[src/rtl/sset_pkg.sv]
// shared types and constants of the sorted sparse entry table
package sset_pkg;

  // default sizing
  localparam int unsigned CAPACITY_DEF   = 256;
  localparam int unsigned INDEX_BITS_DEF = 16;

  // fixed field widths
  localparam int unsigned COORD_W     = 16;
  localparam int unsigned VALUE_W     = 64;
  localparam int unsigned COUNT_OUT_W = 9;

  // leaves per first-level group of the read-out tree
  localparam int unsigned GROUP_SIZE = 16;

  // result status codes
  typedef enum logic [2:0] {
    ST_UPDATED  = 3'd0,
    ST_INSERTED = 3'd1,
    ST_DELETED  = 3'd2,
    ST_ABSENT   = 3'd3,
    ST_FULL     = 3'd4,
    ST_GET      = 3'd5
  } status_e;

  // operation broadcast to every cell
  typedef enum logic [1:0] {
    OP_NONE,
    OP_UPDATE,
    OP_INSERT,
    OP_DELETE
  } cell_op_e;

  // compare flags that one cell holds against the request key
  typedef struct packed {
    logic valid;
    logic eq;
    logic gt;
  } cell_flags_t;

  // controller to datapath commands
  typedef struct packed {
    logic load;
    logic compare;
    logic execute;
    logic read;
  } dp_cmd_t;

  // datapath to controller status
  typedef struct packed {
    logic is_get;
  } dp_stat_t;

endpackage

[src/rtl/sset_ctrl.sv]
// controller: sequences compare, execute and read-out of one transaction
module sset_ctrl (
  input  logic               clk_i,
  input  logic               rst_ni,
  input  logic               start,
  output logic               busy,
  input  sset_pkg::dp_stat_t stat_i,
  output sset_pkg::dp_cmd_t  cmd_o
);

  typedef enum logic [1:0] {
    S_IDLE,
    S_CMP,
    S_EXEC,
    S_READ
  } state_e;

  state_e state_q;
  logic   compare_q, execute_q, read_q;

  // state and registered commands
  always_ff @(posedge clk_i or negedge rst_ni) begin
    if (!rst_ni) begin
      state_q   <= S_IDLE;
      compare_q <= 1'b0;
      execute_q <= 1'b0;
      read_q    <= 1'b0;
    end else begin
      compare_q <= 1'b0;
      execute_q <= 1'b0;
      read_q    <= 1'b0;
      unique case (state_q)
        S_IDLE: begin
          if (start) begin
            state_q   <= S_CMP;
            compare_q <= 1'b1;
          end
        end
        S_CMP: begin
          state_q   <= S_EXEC;
          execute_q <= 1'b1;
        end
        S_EXEC: begin
          if (stat_i.is_get) begin
            state_q <= S_READ;
            read_q  <= 1'b1;
          end else begin
            state_q <= S_IDLE;
          end
        end
        S_READ: state_q <= S_IDLE;
        default: state_q <= S_IDLE;
      endcase
    end
  end

  // command bundle
  always_comb begin
    cmd_o.load    = start && (state_q == S_IDLE);
    cmd_o.compare = compare_q;
    cmd_o.execute = execute_q;
    cmd_o.read    = read_q;
  end

  assign busy = (state_q != S_IDLE);

endmodule
[config.mk]
export PLATFORM = sky130hd
export DESIGN_NAME = sset_ctrl
export DESIGN_NICKNAME = d
export VERILOG_FILES = /design/src/rtl/sset_pkg.sv /design/src/rtl/sset_ctrl.sv
export SDC_FILE = /design/constraint.sdc
export NUM_CORES = 1
export LEC_CHECK = 0
export ABC_CLOCK_PERIOD_IN_PS = 1000
export BUFFER_PORTS_ARGS = -buffer_cell sky130_fd_sc_hd__buf_4
export CAP_MARGIN = 20
export CORE_AREA = 2 2 39 41
export DETAILED_ROUTE_END_ITERATION = 8
export DIE_AREA = 0 0 41 43
export PLACE_DENSITY = 0.35
export SYNTH_ARGS = -nofsm -noshare
export SYNTH_HDL_FRONTEND = slang
export SYNTH_SLANG_ARGS = --single-unit
[constraint.sdc]
create_clock -name clk_i -period 1 [get_ports clk_i]
set_input_delay 0.1 -clock clk_i [delete_from_list [all_inputs] [get_ports clk_i]]
set_output_delay 0.1 -clock clk_i [all_outputs]
set_load 0.02 [all_outputs]
==> results of run 1 <==
-- per-stage QoR --
step / std cells / setup WS [ps] / total power [mW] / TNS (ps)
2_1_floorplan: 17 / 58.7 / 0.637 / 0
3_3_place_gp: 40 / 72.2 / 0.792 / 0
3_5_place_dp: 40 / 52.7 / 0.794 / 0
4_1_cts: 46 / -201 / 1.09 / -343
5_1_grt: 46 / -252 / 1.14 / -415
6_report: 46 / -216 / 1.05 / -351
-- tightest hold or removal path: stages --
cell and delay [ps]:
buf_4 110, nand2b_1 60, a21oi_1 60
-- synthesized netlist by cell type --
library cell  number
a21oi_1            1
buf_4              3
dfrtp_1            5
inv_1              1
nand2_1            1
nand2b_1           1
nor2_1             1
nor2_2             1
nor2b_4            1
o21bai_1           1
or2_4              1
-- how the worst max path moves through the flow --
| stage | depth (start not counted) | startpoint | endpoint |
|---|---|---|---|
| 2_1_floorplan | 2 | state_q[0] | cmd_o[3] |
| 3_3_place_gp | 3 | state_q[0] | cmd_o[3] |
| 3_5_place_dp | 3 | state_q[0] | cmd_o[3] |
| 4_1_cts | 3 | state_q[0] | cmd_o[3] |
| 5_1_grt | 3 | state_q[0] | cmd_o[3] |
| 6_report | 3 | state_q[0] | cmd_o[3] |
-- what timing repair did --
action / 4_1_cts / 5_1_grt
hold buffers: 1 / 0
gates resized for setup: 2 / 0
endpoints found under the hold margin: 5 / 0
pin swaps: 0 / 1
gates cloned: 0 / 0
buffers inserted: 1 / 2
endpoints found under the setup margin: 2 / 3
-- cells in the final DEF (no fill, tap or decap) --
cell type,netlist,routed
buf_4,3,10
dfrtp_1,5,5
clkbuf_4,0,3
nor2b_4,1,1
or2_4,1,1
nand2_1,1,1
nor2_1,1,1
inv_1,1,1
nor2_4,0,1
o21bai_1,1,1
nand2b_1,1,1
a21oi_1,1,1
clkbuf_1,0,1
dlygate4sd3_1,0,1
buf_6,0,1
-- power groups by stage --
stage | registers [mW] | clock network, mW | logic, mW
final | 0.311 | 0.230 | 0.511
after floorplan | 0.329 | 0 | 0.309
after global routing | 0.316 | 0.262 | 0.560
after detailed placement | 0.314 | 0 | 0.480
after CTS | 0.310 | 0.246 | 0.537
after global placement | 0.311 | 0 | 0.481
-- area by class of cell --
cell class              instances  area (um2)  share of cell area [%]
clock buffers                   4        26.3                    7.92
well taps                      16        20.0                    6.04
inverters                       1        3.75                    1.13
multi-input cells               8        60.1                    18.1
repair buffers                 12        96.3                    29.1
flip-flops and latches          5         125                    37.7
-- layer usage --
metal	track usage [%]	up-vias	routed length, um
met5	0	-	0
met4	10.0	0	0
met3	3.14	0	17
met2	8.13	5	216
met1	6.15	75	155
li1	-	76	-
-- registers in the layout (all words and copies together) (netlist names) --
signal / count
state_q: 2
compare_q: 1
execute_q: 1
read_q: 1
-- cell families after synthesis --
| logic type | after synthesis |
|---|---|
| buffers and inverters | 4 |
| and+or+nand+nor | 6 |
| DFF | 5 |
| AOI/OAI and AO/OA | 2 |
==> metrics.md, run 1 <==
| Metric | Value |
|---|---|
| Status | `finished, violations left` |
| Failing checks | `negative setup slack` |
| RR Startpoint | `state_q[0]` |
| Worst Setup End Kind | `output pin` |
| Fin crit share | `122%` |
| Synth unique cells | `11` |
| H-tree depth | `1` |
| Endpoints failing setup | `2` |
| Syn avg cell area | `12.1 um2` |
| DP HPWL | `303 um` |
| Worst Tran Pin Value | `103 ps` |
| Area leader, netlist | `dfrtp_1` |
| Initial antenna violation count | `0` |
| Fin worst setup slack | `-216 ps` |
| Internal | `0.701 mW` |
| P_sw | `0.352 mW` |
| Total clock sinks | `5` |
| Min-Delay Path Depth | `3` |
| Yosys reg bits | `5` |
| End of the worst register-to-register path | `compare_q` |
| Hold Crit Class | `in2reg` |
| Die W | `41 um` |
| Final Critical Period | `1220 ps` |
| First-pass GRT wire length | `696 um` |
| Ranking of synthesized cells by area | `dfrtp_1, buf_4, nor2b_4` |
| Boundary pin count | `9` |
| Worst path max stage delay | `370 ps` |
| DRC Markers | `0` |
| Seq/Total Area, Yosys | `60.6%` |
| Maximum VDD drop | `0.000528 V` |
| Iteration-0 DRC count of the detailed router | `0` |
| Die Ht | `43 um` |
| Largest family of logic cells by synthesized area | `simple AND/OR/NAND/NOR gates` |
| CP Cell Sequence | `or2_4 -> nor2_4 -> buf_6` |
| Mux share of post-synthesis cell area | `0%` |
| Crit Path Class | `reg2out` |
| LEAKAGE | `0.169 nW` |
| Clk Latency, worst-skew pair | `240 ps` |
| Global-route usage over all layers | `6.64%` |
| FMAX | `822 MHz` |
| Total gr overflow | `0` |
| DIE AREA | `1760 um2` |
| Worst Hold Launch | `start` |
| Post-synthesis cell count | `17` |
| Reg power frac | `29.5%` |
| Fin area | `332 um2` |
| CTS tree | `built` |
| Post-Syn Nets | `21` |
| Comb power frac | `48.6%` |
| Number of global-route vias before repair | `187` |
| Max_cap viols | `0` |
| Final net count | `35` |
| Rel. slew slack | `93.1%` |
| R2R cell count | `3` |
| First drt pass iteration count | `1` |
| Antenna viol nets, final | `0` |
| Final wirelength | `389 um` |
| TritonCTS Buffers | `3` |
| Port Buffer Count | `8` |
| Largest net degree at the start of global routing | `6` |
| Row Count | `14` |
| CTS max path bufs | `2` |
| Synth Area in Adders | `0%` |
| WP data arrival | `1120 ps` |
| Clock share of power | `21.9%` |
| WP data required | `900 ps` |
| Yosys top cell area share | `60.6%` |
| Hold EP | `state_q[0]` |
| Flop-to-flop setup slack | `80 ps` |
| Wire length per cell | `8.46 um` |
| RSZ-0062 raised after global routing | `true` |
| DR vias/cell | `3.39` |
| Starting density of the core | `14.9%` |
| Startpoint Class | `register` |
| Family with the most delay on the worst path | `simple AND/OR/NAND/NOR gates` |
| Inserted Diodes | `0` |
| Power density cells | `3170 nW/um2` |
| Sw Ratio | `33.4%` |
| # fillers | `154` |
| Highest-delay cell along the critical path | `dfrtp_1` |
| Synth Area in XOR/XNOR | `0%` |
| Clock root cell | `clkbuf_4` |
| Final Hold Slack | `127 ps` |
| Layout cell share with drive strength beyond 1 | `56.7%` |
| CP max FO | `2` |
| Detailed-route via count | `156` |
| Area fraction in compound gates after synthesis | `6.06%` |
| Final hold viol count | `0` |
| Post-Syn Area | `206 um2` |
| Routability cong. | `0.544` |
| Worst path bufs/invs | `1` |
| Clock Pin Slew Worst Setup and Hold Paths | `40 ps` |
| Simple-Gate Fraction of Synth Area | `20.6%` |
| Placed inst area | `284 um2` |
| Clk_skew | `3.64 ps` |
| Core area | `1380 um2` |
| Final slew viol count | `0` |
| Utilization after layout | `24.0%` |
| Synth-to-Final Area Change | `60.6%` |
| Yosys warning count | `0` |
No activity file was read; power rests on OpenSTA's default activity.
==> run 2: changes to the inputs <==
- ABC_AREA: unset -> 1
- CTS_CLUSTER_DIAMETER: unset -> 30
- PLACE_DENSITY: 0.35 -> 0.34
==> metrics.md, run 2 <==
| Metric | Value |
|---|---|
| Status | `finished, violations left` |
| Failing checks | `negative setup slack` |
| Yosys reg bits | `5 (unchanged)` |
| Fin cells | `49 (+6.5%)` |
| Post-Syn Nets | `24 (+14%)` |
| Die Ht | `43 um (unchanged)` |
| Starting density of the core | `14.6% (-0.36 points)` |
| Total clock sinks | `5 (unchanged)` |
| Port Buffer Count | `8 (unchanged)` |
| Inserted Diodes | `0 (unchanged)` |
| Post-synthesis cell count | `20 (+3)` |
| RSZ-0062 raised after global routing | `true` |
| CTS tree | `built` |
| Area leader, netlist | `dfrtp_1` |
| Number of synthesized flops with an enable pin | `0 (unchanged)` |
| Clk_skew | `2.39 ps (-1.24 ps)` |
| Startpoint Class | `register` |
| Fin worst setup slack | `-125 ps (+91.4 ps)` |
| Clock Pin Slew Worst Setup and Hold Paths | `50 ps (about the same)` |
| Final slew viol count | `0 (unchanged)` |
| # fillers | `148 (-3.9%)` |
| Ranking of synthesized cells by area | `dfrtp_1, buf_4, inv_1` |
| Largest net degree at the start of global routing | `6 (unchanged)` |
| Asr flop ratio synth | `100% (unchanged)` |
| Synth unique cells | `6 (-5)` |
| CTS max path bufs | `2 (unchanged)` |
| WP data required | `900 ps (about the same)` |
| Antenna viol nets, final | `0 (unchanged)` |
| Internal | `0.680 mW (-3.0%)` |
| Hold Crit Class | `in2reg` |
| LEAKAGE | `0.196 nW (+16%)` |
| DIE AREA | `1760 um2 (unchanged)` |
| Post-Syn Area | `201 um2 (-2.4%)` |
| Routability cong. | `0.677 (+25%)` |
| Final net count | `38 (+8.6%)` |
| Post-Place Worst Slack | `101 ps (+48.1 ps)` |
| Global-route usage over all layers | `5.15% (-1.5 points)` |
| Boundary pin count | `9 (unchanged)` |
| DRC Markers | `0 (unchanged)` |
| Syn avg cell area | `10.1 um2 (-17%)` |
| Max_cap viols | `0 (unchanged)` |
| Final TNS setup | `-168 ps (+183 ps)` |
| Count leader, synth | `inv_1` |
| Number of global-route vias before repair | `137 (-27%)` |
| Iteration-0 DRC count of the detailed router | `4 (+4)` |
| Comb power frac | `47.5% (-1.1 points)` |
| Commonest non-fill, non-tap cell in the layout | `buf_4` |
| Highest-delay cell along the critical path | `dfrtp_1` |
| Endpoints failing setup | `2 (unchanged)` |
| Final Critical Period | `1120 ps (-91.4 ps)` |
| DR vias/cell | `3.12 (-7.9%)` |
| Crit Path Class | `reg2out` |
| Seq/Total Area, Yosys | `62.1% (+1.5 points)` |
| Synth-to-Final Area Change | `61.5%` |
| H-tree depth | `1 (unchanged)` |
| Worst path max stage delay | `390 ps (+20 ps)` |
| Fin crit share | `112% (-9.1 points)` |
| Final hold viol count | `0 (unchanged)` |
| Most frequent cells in the layout | `buf_4, inv_1, dfrtp_1, nand2_1, clkbuf_4` |
| Clock root cell | `clkbuf_4` |
| Most common flop cell mapped by yosys | `dfrtp_1` |
| CP Cell Sequence | `nor2_2 -> nand2_1 -> inv_2 -> buf_6` |
| Worst Tran Pin Value | `103 ps (+0.246 ps)` |
| WP data arrival | `1020 ps (-100 ps)` |
| Clock share of power | `22.3% (+0.4 points)` |
| FMAX | `889 MHz (+8.1%)` |
| Core area | `1380 um2 (unchanged)` |
| Placed cell count | `41 (+2.5%)` |
| Worst Setup End Kind | `output pin` |
| TritonCTS Buffers | `3 (unchanged)` |
| DP HPWL | `254 um (-16%)` |
| Wire length per cell | `8.04 um (-4.9%)` |
| Biggest register | `state_q` |
| Detailed-route via count | `153 (-1.9%)` |
| Power density cells | `3270 nW/um2 (+3.0%)` |
| Rel. slew slack | `93.1% (about the same)` |
| Die W | `41 um (unchanged)` |
| Layout cell share with drive strength beyond 1 | `51.5% (-5.2 points)` |
| First-pass GRT wire length | `524 um (-25%)` |
| Sw Ratio | `36.1% (+2.7 points)` |
| Yosys warning count | `0 (unchanged)` |
| First drt pass iteration count | `2 (+1)` |
| Final wirelength | `394 um (+1.3%)` |
| Yosys top cell area share | `62.1% (+1.5 points)` |
| Maximum VDD drop | `0.000971 V (+84%)` |
| Synth top cells by count | `inv_1, dfrtp_1, nand2_1` |
| P_sw | `0.384 mW (+9.1%)` |
| Row Count | `14 (unchanged)` |
| Largest register FFs | `2 (unchanged)` |
| Total gr overflow | `0 (unchanged)` |
| CP max FO | `2 (unchanged)` |
| Clk Latency, worst-skew pair | `240 ps (about the same)` |
| Reg power frac | `30.2% (+0.7 points)` |
| Initial antenna violation count | `0 (unchanged)` |
## run 2: cell types whose count changed in the layout (fill, tap and decap cells not counted), sizes merged
cell	delta
nor2	-1
nand3	+1
o21bai	-1
nand2	+3
nand2b	-1
a21oi	-1
or2	-1
inv	+5
nor2b	-1
## run 2: metal layers
| layer | GRT usage [%] | vias up | wire length (um) |
|---|---|---|---|
| li1 | - | 79 | - |
| met1 | 6.21 | 66 | 176 |
| met2 | 5.31 | 8 | 163 |
| met3 | 3.14 | 0 | 54 |
| met4 | 6.00 | 0 | 0 |
| met5 | 0 | - | 0 |
## run 2: path summary, 6_finish.rpt
path | start | endpoint | slack [ps] | depth (start not counted)
worst max-delay path | state_q[1] | cmd_o[3] | -120 | 4
worst min-delay path | start | state_q[0] | 100 | 3
worst max register to register | state_q[1] | state_q[0] | 90 | 4
worst min register to register | state_q[0] | compare_q | 580 | 3
max in group asynchronous | rst_ni | state_q[0] | 690 | 2
min in group asynchronous | rst_ni | execute_q | 200 | 2
## run 2: metrics by stage
step	hold WS [ps]	power (mW)	util [%]	area, um2
detailed placement	-92.1	0.707	18.7	259
CTS	101	1.05	23.0	318
global route	110	1.12	23.5	325
finish	105	1.06	23.5	325
global placement	-95.1	0.704	18.7	259
floorplan	-196	0.602	-	201
## run 2: cell type report
class,count,area [um2],share of cell area [%]
well taps,16,20.0,6.15
inverters,6,22.5,6.92
repair buffers,12,100,30.8
multi-input cells,6,31.3,9.62
flip-flops and latches,5,125,38.5
clock buffers,4,26.3,8.08
## run 2: logic make-up after synthesis
kind of cell	count (synthesis)	share of synthesized area (%)
buf+inv	9	22.4
simple gates	6	15.5
flops	5	62.1
## run 2: power by group through the flow
| stage | sequential [mW] | combinational, mW | clock, mW |
|---|---|---|---|
| after floorplan | 0.325 | 0.277 | 0 |
| after global placement | 0.333 | 0.372 | 0 |
| after detailed placement | 0.334 | 0.373 | 0 |
| after CTS | 0.319 | 0.480 | 0.248 |
| after global routing | 0.327 | 0.539 | 0.255 |
| final | 0.321 | 0.505 | 0.237 |
## run 2: critical path: cells and delay by family (launching register included)
family        cells  cell delay (ps)
flops             1              390
simple gates      2              220
buf+inv           2              180
## run 2: repair_timing
action	in CTS	in global routing
setup buffers	2	1
gates resized for setup	3	0
hold buffers	1	0
setup endpoints to repair	2	2
endpoints found under the hold margin	5	0
pin swaps	1	0
==> run 3: changes to the inputs <==
- ABC_CLOCK_PERIOD_IN_PS: 1000 -> 1400
- GPL_TIMING_DRIVEN: unset -> 0
- clock period: 1 -> 1.4 ns (I/O delays scaled with it)
==> metrics.md, run 3 (synthesis results as in run 2) <==
| Metric | Value |
|---|---|
| Flop-to-flop setup slack | `670 ps (+580 ps)` |
| Final TNS setup | `0 ps (+168 ps)` |
| Final wirelength | `326 um (-17%)` |
| Routability cong. | `0.696 (+2.7%)` |
| Max_cap viols | `0 (unchanged)` |
| Fin crit share | `84.4%` |
| Worst Hold Launch | `start` |
| Maximum VDD drop | `0.000673 V (-31%)` |
| Post-CTS Resized | `0 (-3)` |
| Status | `complete, no violations` |
| # fillers | `158 (+6.8%)` |
| Crit Path Class | `reg2out` |
| Row Count | `14 (unchanged)` |
| Fin area | `318 um2 (-2.3%)` |
| Power density cells | `2220 nW/um2 (-32%)` |
| Rel. slew slack | `91.2% (-2.0 points)` |
| FMAX | `846 MHz` |
| Final net count | `38 (unchanged)` |
| Reg power frac | `33.4% (+3.2 points)` |
| Total gr overflow | `0 (unchanged)` |
| H-tree depth | `1 (unchanged)` |
| Clk_skew | `0.437 ps (-1.96 ps)` |
| RR Startpoint | `state_q[0]` |
| First-pass GRT wire length | `476 um (-9.2%)` |
| Endpoints failing setup | `0 (-2)` |
| Detailed-route via count | `144 (-5.9%)` |
| Final Critical Period | `1180 ps` |
| Clock Pin Slew Worst Setup and Hold Paths | `40 ps (about the same)` |
| CTS max path bufs | `2 (unchanged)` |
| Clock root cell | `clkbuf_4` |
| DIE AREA | `1760 um2 (unchanged)` |
| Clock share of power | `23.5% (+1.2 points)` |
| DR vias/cell | `2.94 (-5.9%)` |
| DRC Markers | `0 (unchanged)` |
| Largest net degree at the start of global routing | `6 (unchanged)` |
| Port Buffer Count | `8 (unchanged)` |
| Global-route usage over all layers | `4.74% (-0.41 points)` |
| Die Ht | `43 um (unchanged)` |
| Comb power frac | `43.1% (-4.4 points)` |
| Internal | `0.456 mW (-33%)` |
| R2R cell count | `3 (-1)` |
| Most frequent cells in the layout | `buf_4, inv_1, dfrtp_1, nand2_1, clkbuf_4` |
| Number of global-route vias before repair | `133 (-2.9%)` |
| Boundary pin count | `9 (unchanged)` |
| DP HPWL | `261 um (+2.7%)` |
| Layout cell share with drive strength beyond 1 | `48.5% (-3.0 points)` |
| Wire length per cell | `6.65 um (-17%)` |
| Starting density of the core | `14.6% (unchanged)` |
| Initial antenna violation count | `0 (unchanged)` |
| Placed inst area | `282 um2 (+8.7%)` |
| P_sw | `0.251 mW (-35%)` |
| Iteration-0 DRC count of the detailed router | `0 (-4)` |
| WP data required | `1260 ps (+360 ps)` |
| Commonest non-fill, non-tap cell in the layout | `buf_4` |
| Die W | `41 um (unchanged)` |
| Min-Delay Path Depth | `3 (unchanged)` |
| Sw Ratio | `35.5% (-0.56 points)` |
| Clk Latency, worst-skew pair | `240 ps (about the same)` |
| CTS tree | `built` |
| LEAKAGE | `0.196 nW (about the same)` |
| Final hold viol count | `0 (unchanged)` |
| Synth-to-Final Area Change | `57.8%` |
| WP data arrival | `1040 ps (+20 ps)` |
| Core area | `1380 um2 (unchanged)` |
| TritonCTS Buffers | `3 (unchanged)` |
| Area taken by multi-input logic gates | `31.3 um2 (unchanged)` |
| Register Area | `125 um2 (unchanged)` |
| Startpoint Class | `register` |
| Hold EP | `state_q[0]` |
| Biggest register | `state_q` |
| Hold Crit Class | `in2reg` |
| End of the worst register-to-register path | `compare_q` |
| Largest register FFs | `2 (unchanged)` |
| RSZ-0062 raised after global routing | `false` |
| First drt pass iteration count | `1 (-1)` |
| Inserted Diodes | `0 (unchanged)` |
| Antenna viol nets, final | `0 (unchanged)` |
| Total clock sinks | `5 (unchanged)` |
| Final slew viol count | `0 (unchanged)` |
| Worst Setup End Kind | `output pin` |
| Worst Tran Pin Value | `133 ps (+29.4 ps)` |
| CP max FO | `3 (+1)` |
==> run 3: area by class of cell <==
type / count / share of cell area [%]
Timing Repair Buffer: 9 / 22.0
Buffer: 3 / 7.09
Tap cell: 16 / 6.30
Multi-Input combinational cell: 6 / 9.84
Inverter: 6 / 7.09
Clock buffer: 4 / 8.27
Sequential cell: 5 / 39.4
==> run 3: worst max-delay path by stage <==
| stage | slack, ps | endpoint | depth (start not counted) | from |
|---|---|---|---|---|
| after floorplan | 550 | cmd_o[3] | 3 | state_q[0] |
| after global placement | 460 | cmd_o[3] | 4 | state_q[0] |
| after detailed placement | 460 | cmd_o[3] | 4 | state_q[0] |
| after CTS | 190 | cmd_o[3] | 4 | state_q[0] |
| after global routing | 150 | cmd_o[3] | 4 | state_q[0] |
| final | 220 | cmd_o[3] | 4 | state_q[0] |
==> run 3: critical path, stage by stage, from the launching register on <==
cell     delay (ps)
dfrtp_1         400
nor2_2          130
nand2_1          70
inv_1            70
buf_4           140
==> run 3: per-stage QoR <==
step | worst slack (ps) | instances | utilization, % | hold slack [ps] | power (mW)
after floorplan | 552 | 20 | - | -156 | 0.430
after global placement | 465 | 44 | 20.3 | -53.9 | 0.545
after detailed placement | 458 | 44 | 20.3 | -54.0 | 0.546
after CTS | 192 | 49 | 23.0 | 114 | 0.721
after global routing | 148 | 49 | 23.0 | 129 | 0.755
final | 218 | 49 | 23.0 | 118 | 0.707
==> run 3: power groups by stage <==
stage / Combinational [mW] / Sequential, mW / Clock (mW)
after detailed placement: 0.307 / 0.239 / 0
after global routing: 0.330 / 0.245 / 0.180
after global placement: 0.307 / 0.238 / 0
after floorplan: 0.198 / 0.232 / 0
after CTS: 0.311 / 0.237 / 0.174
final: 0.305 / 0.236 / 0.166
==> run 3: layer usage <==
metal,vias up,routed length [um],GRT usage [%]
li1,77,-,-
met3,0,45,3.14
met5,-,0,0
met2,8,121,4.06
met1,59,159,6.19
met4,0,0,6.00
==> run 3: repair_timing <==
action,in CTS,in global routing
setup buffers,0,0
hold buffers,1,0
hold endpoints to repair,5,0
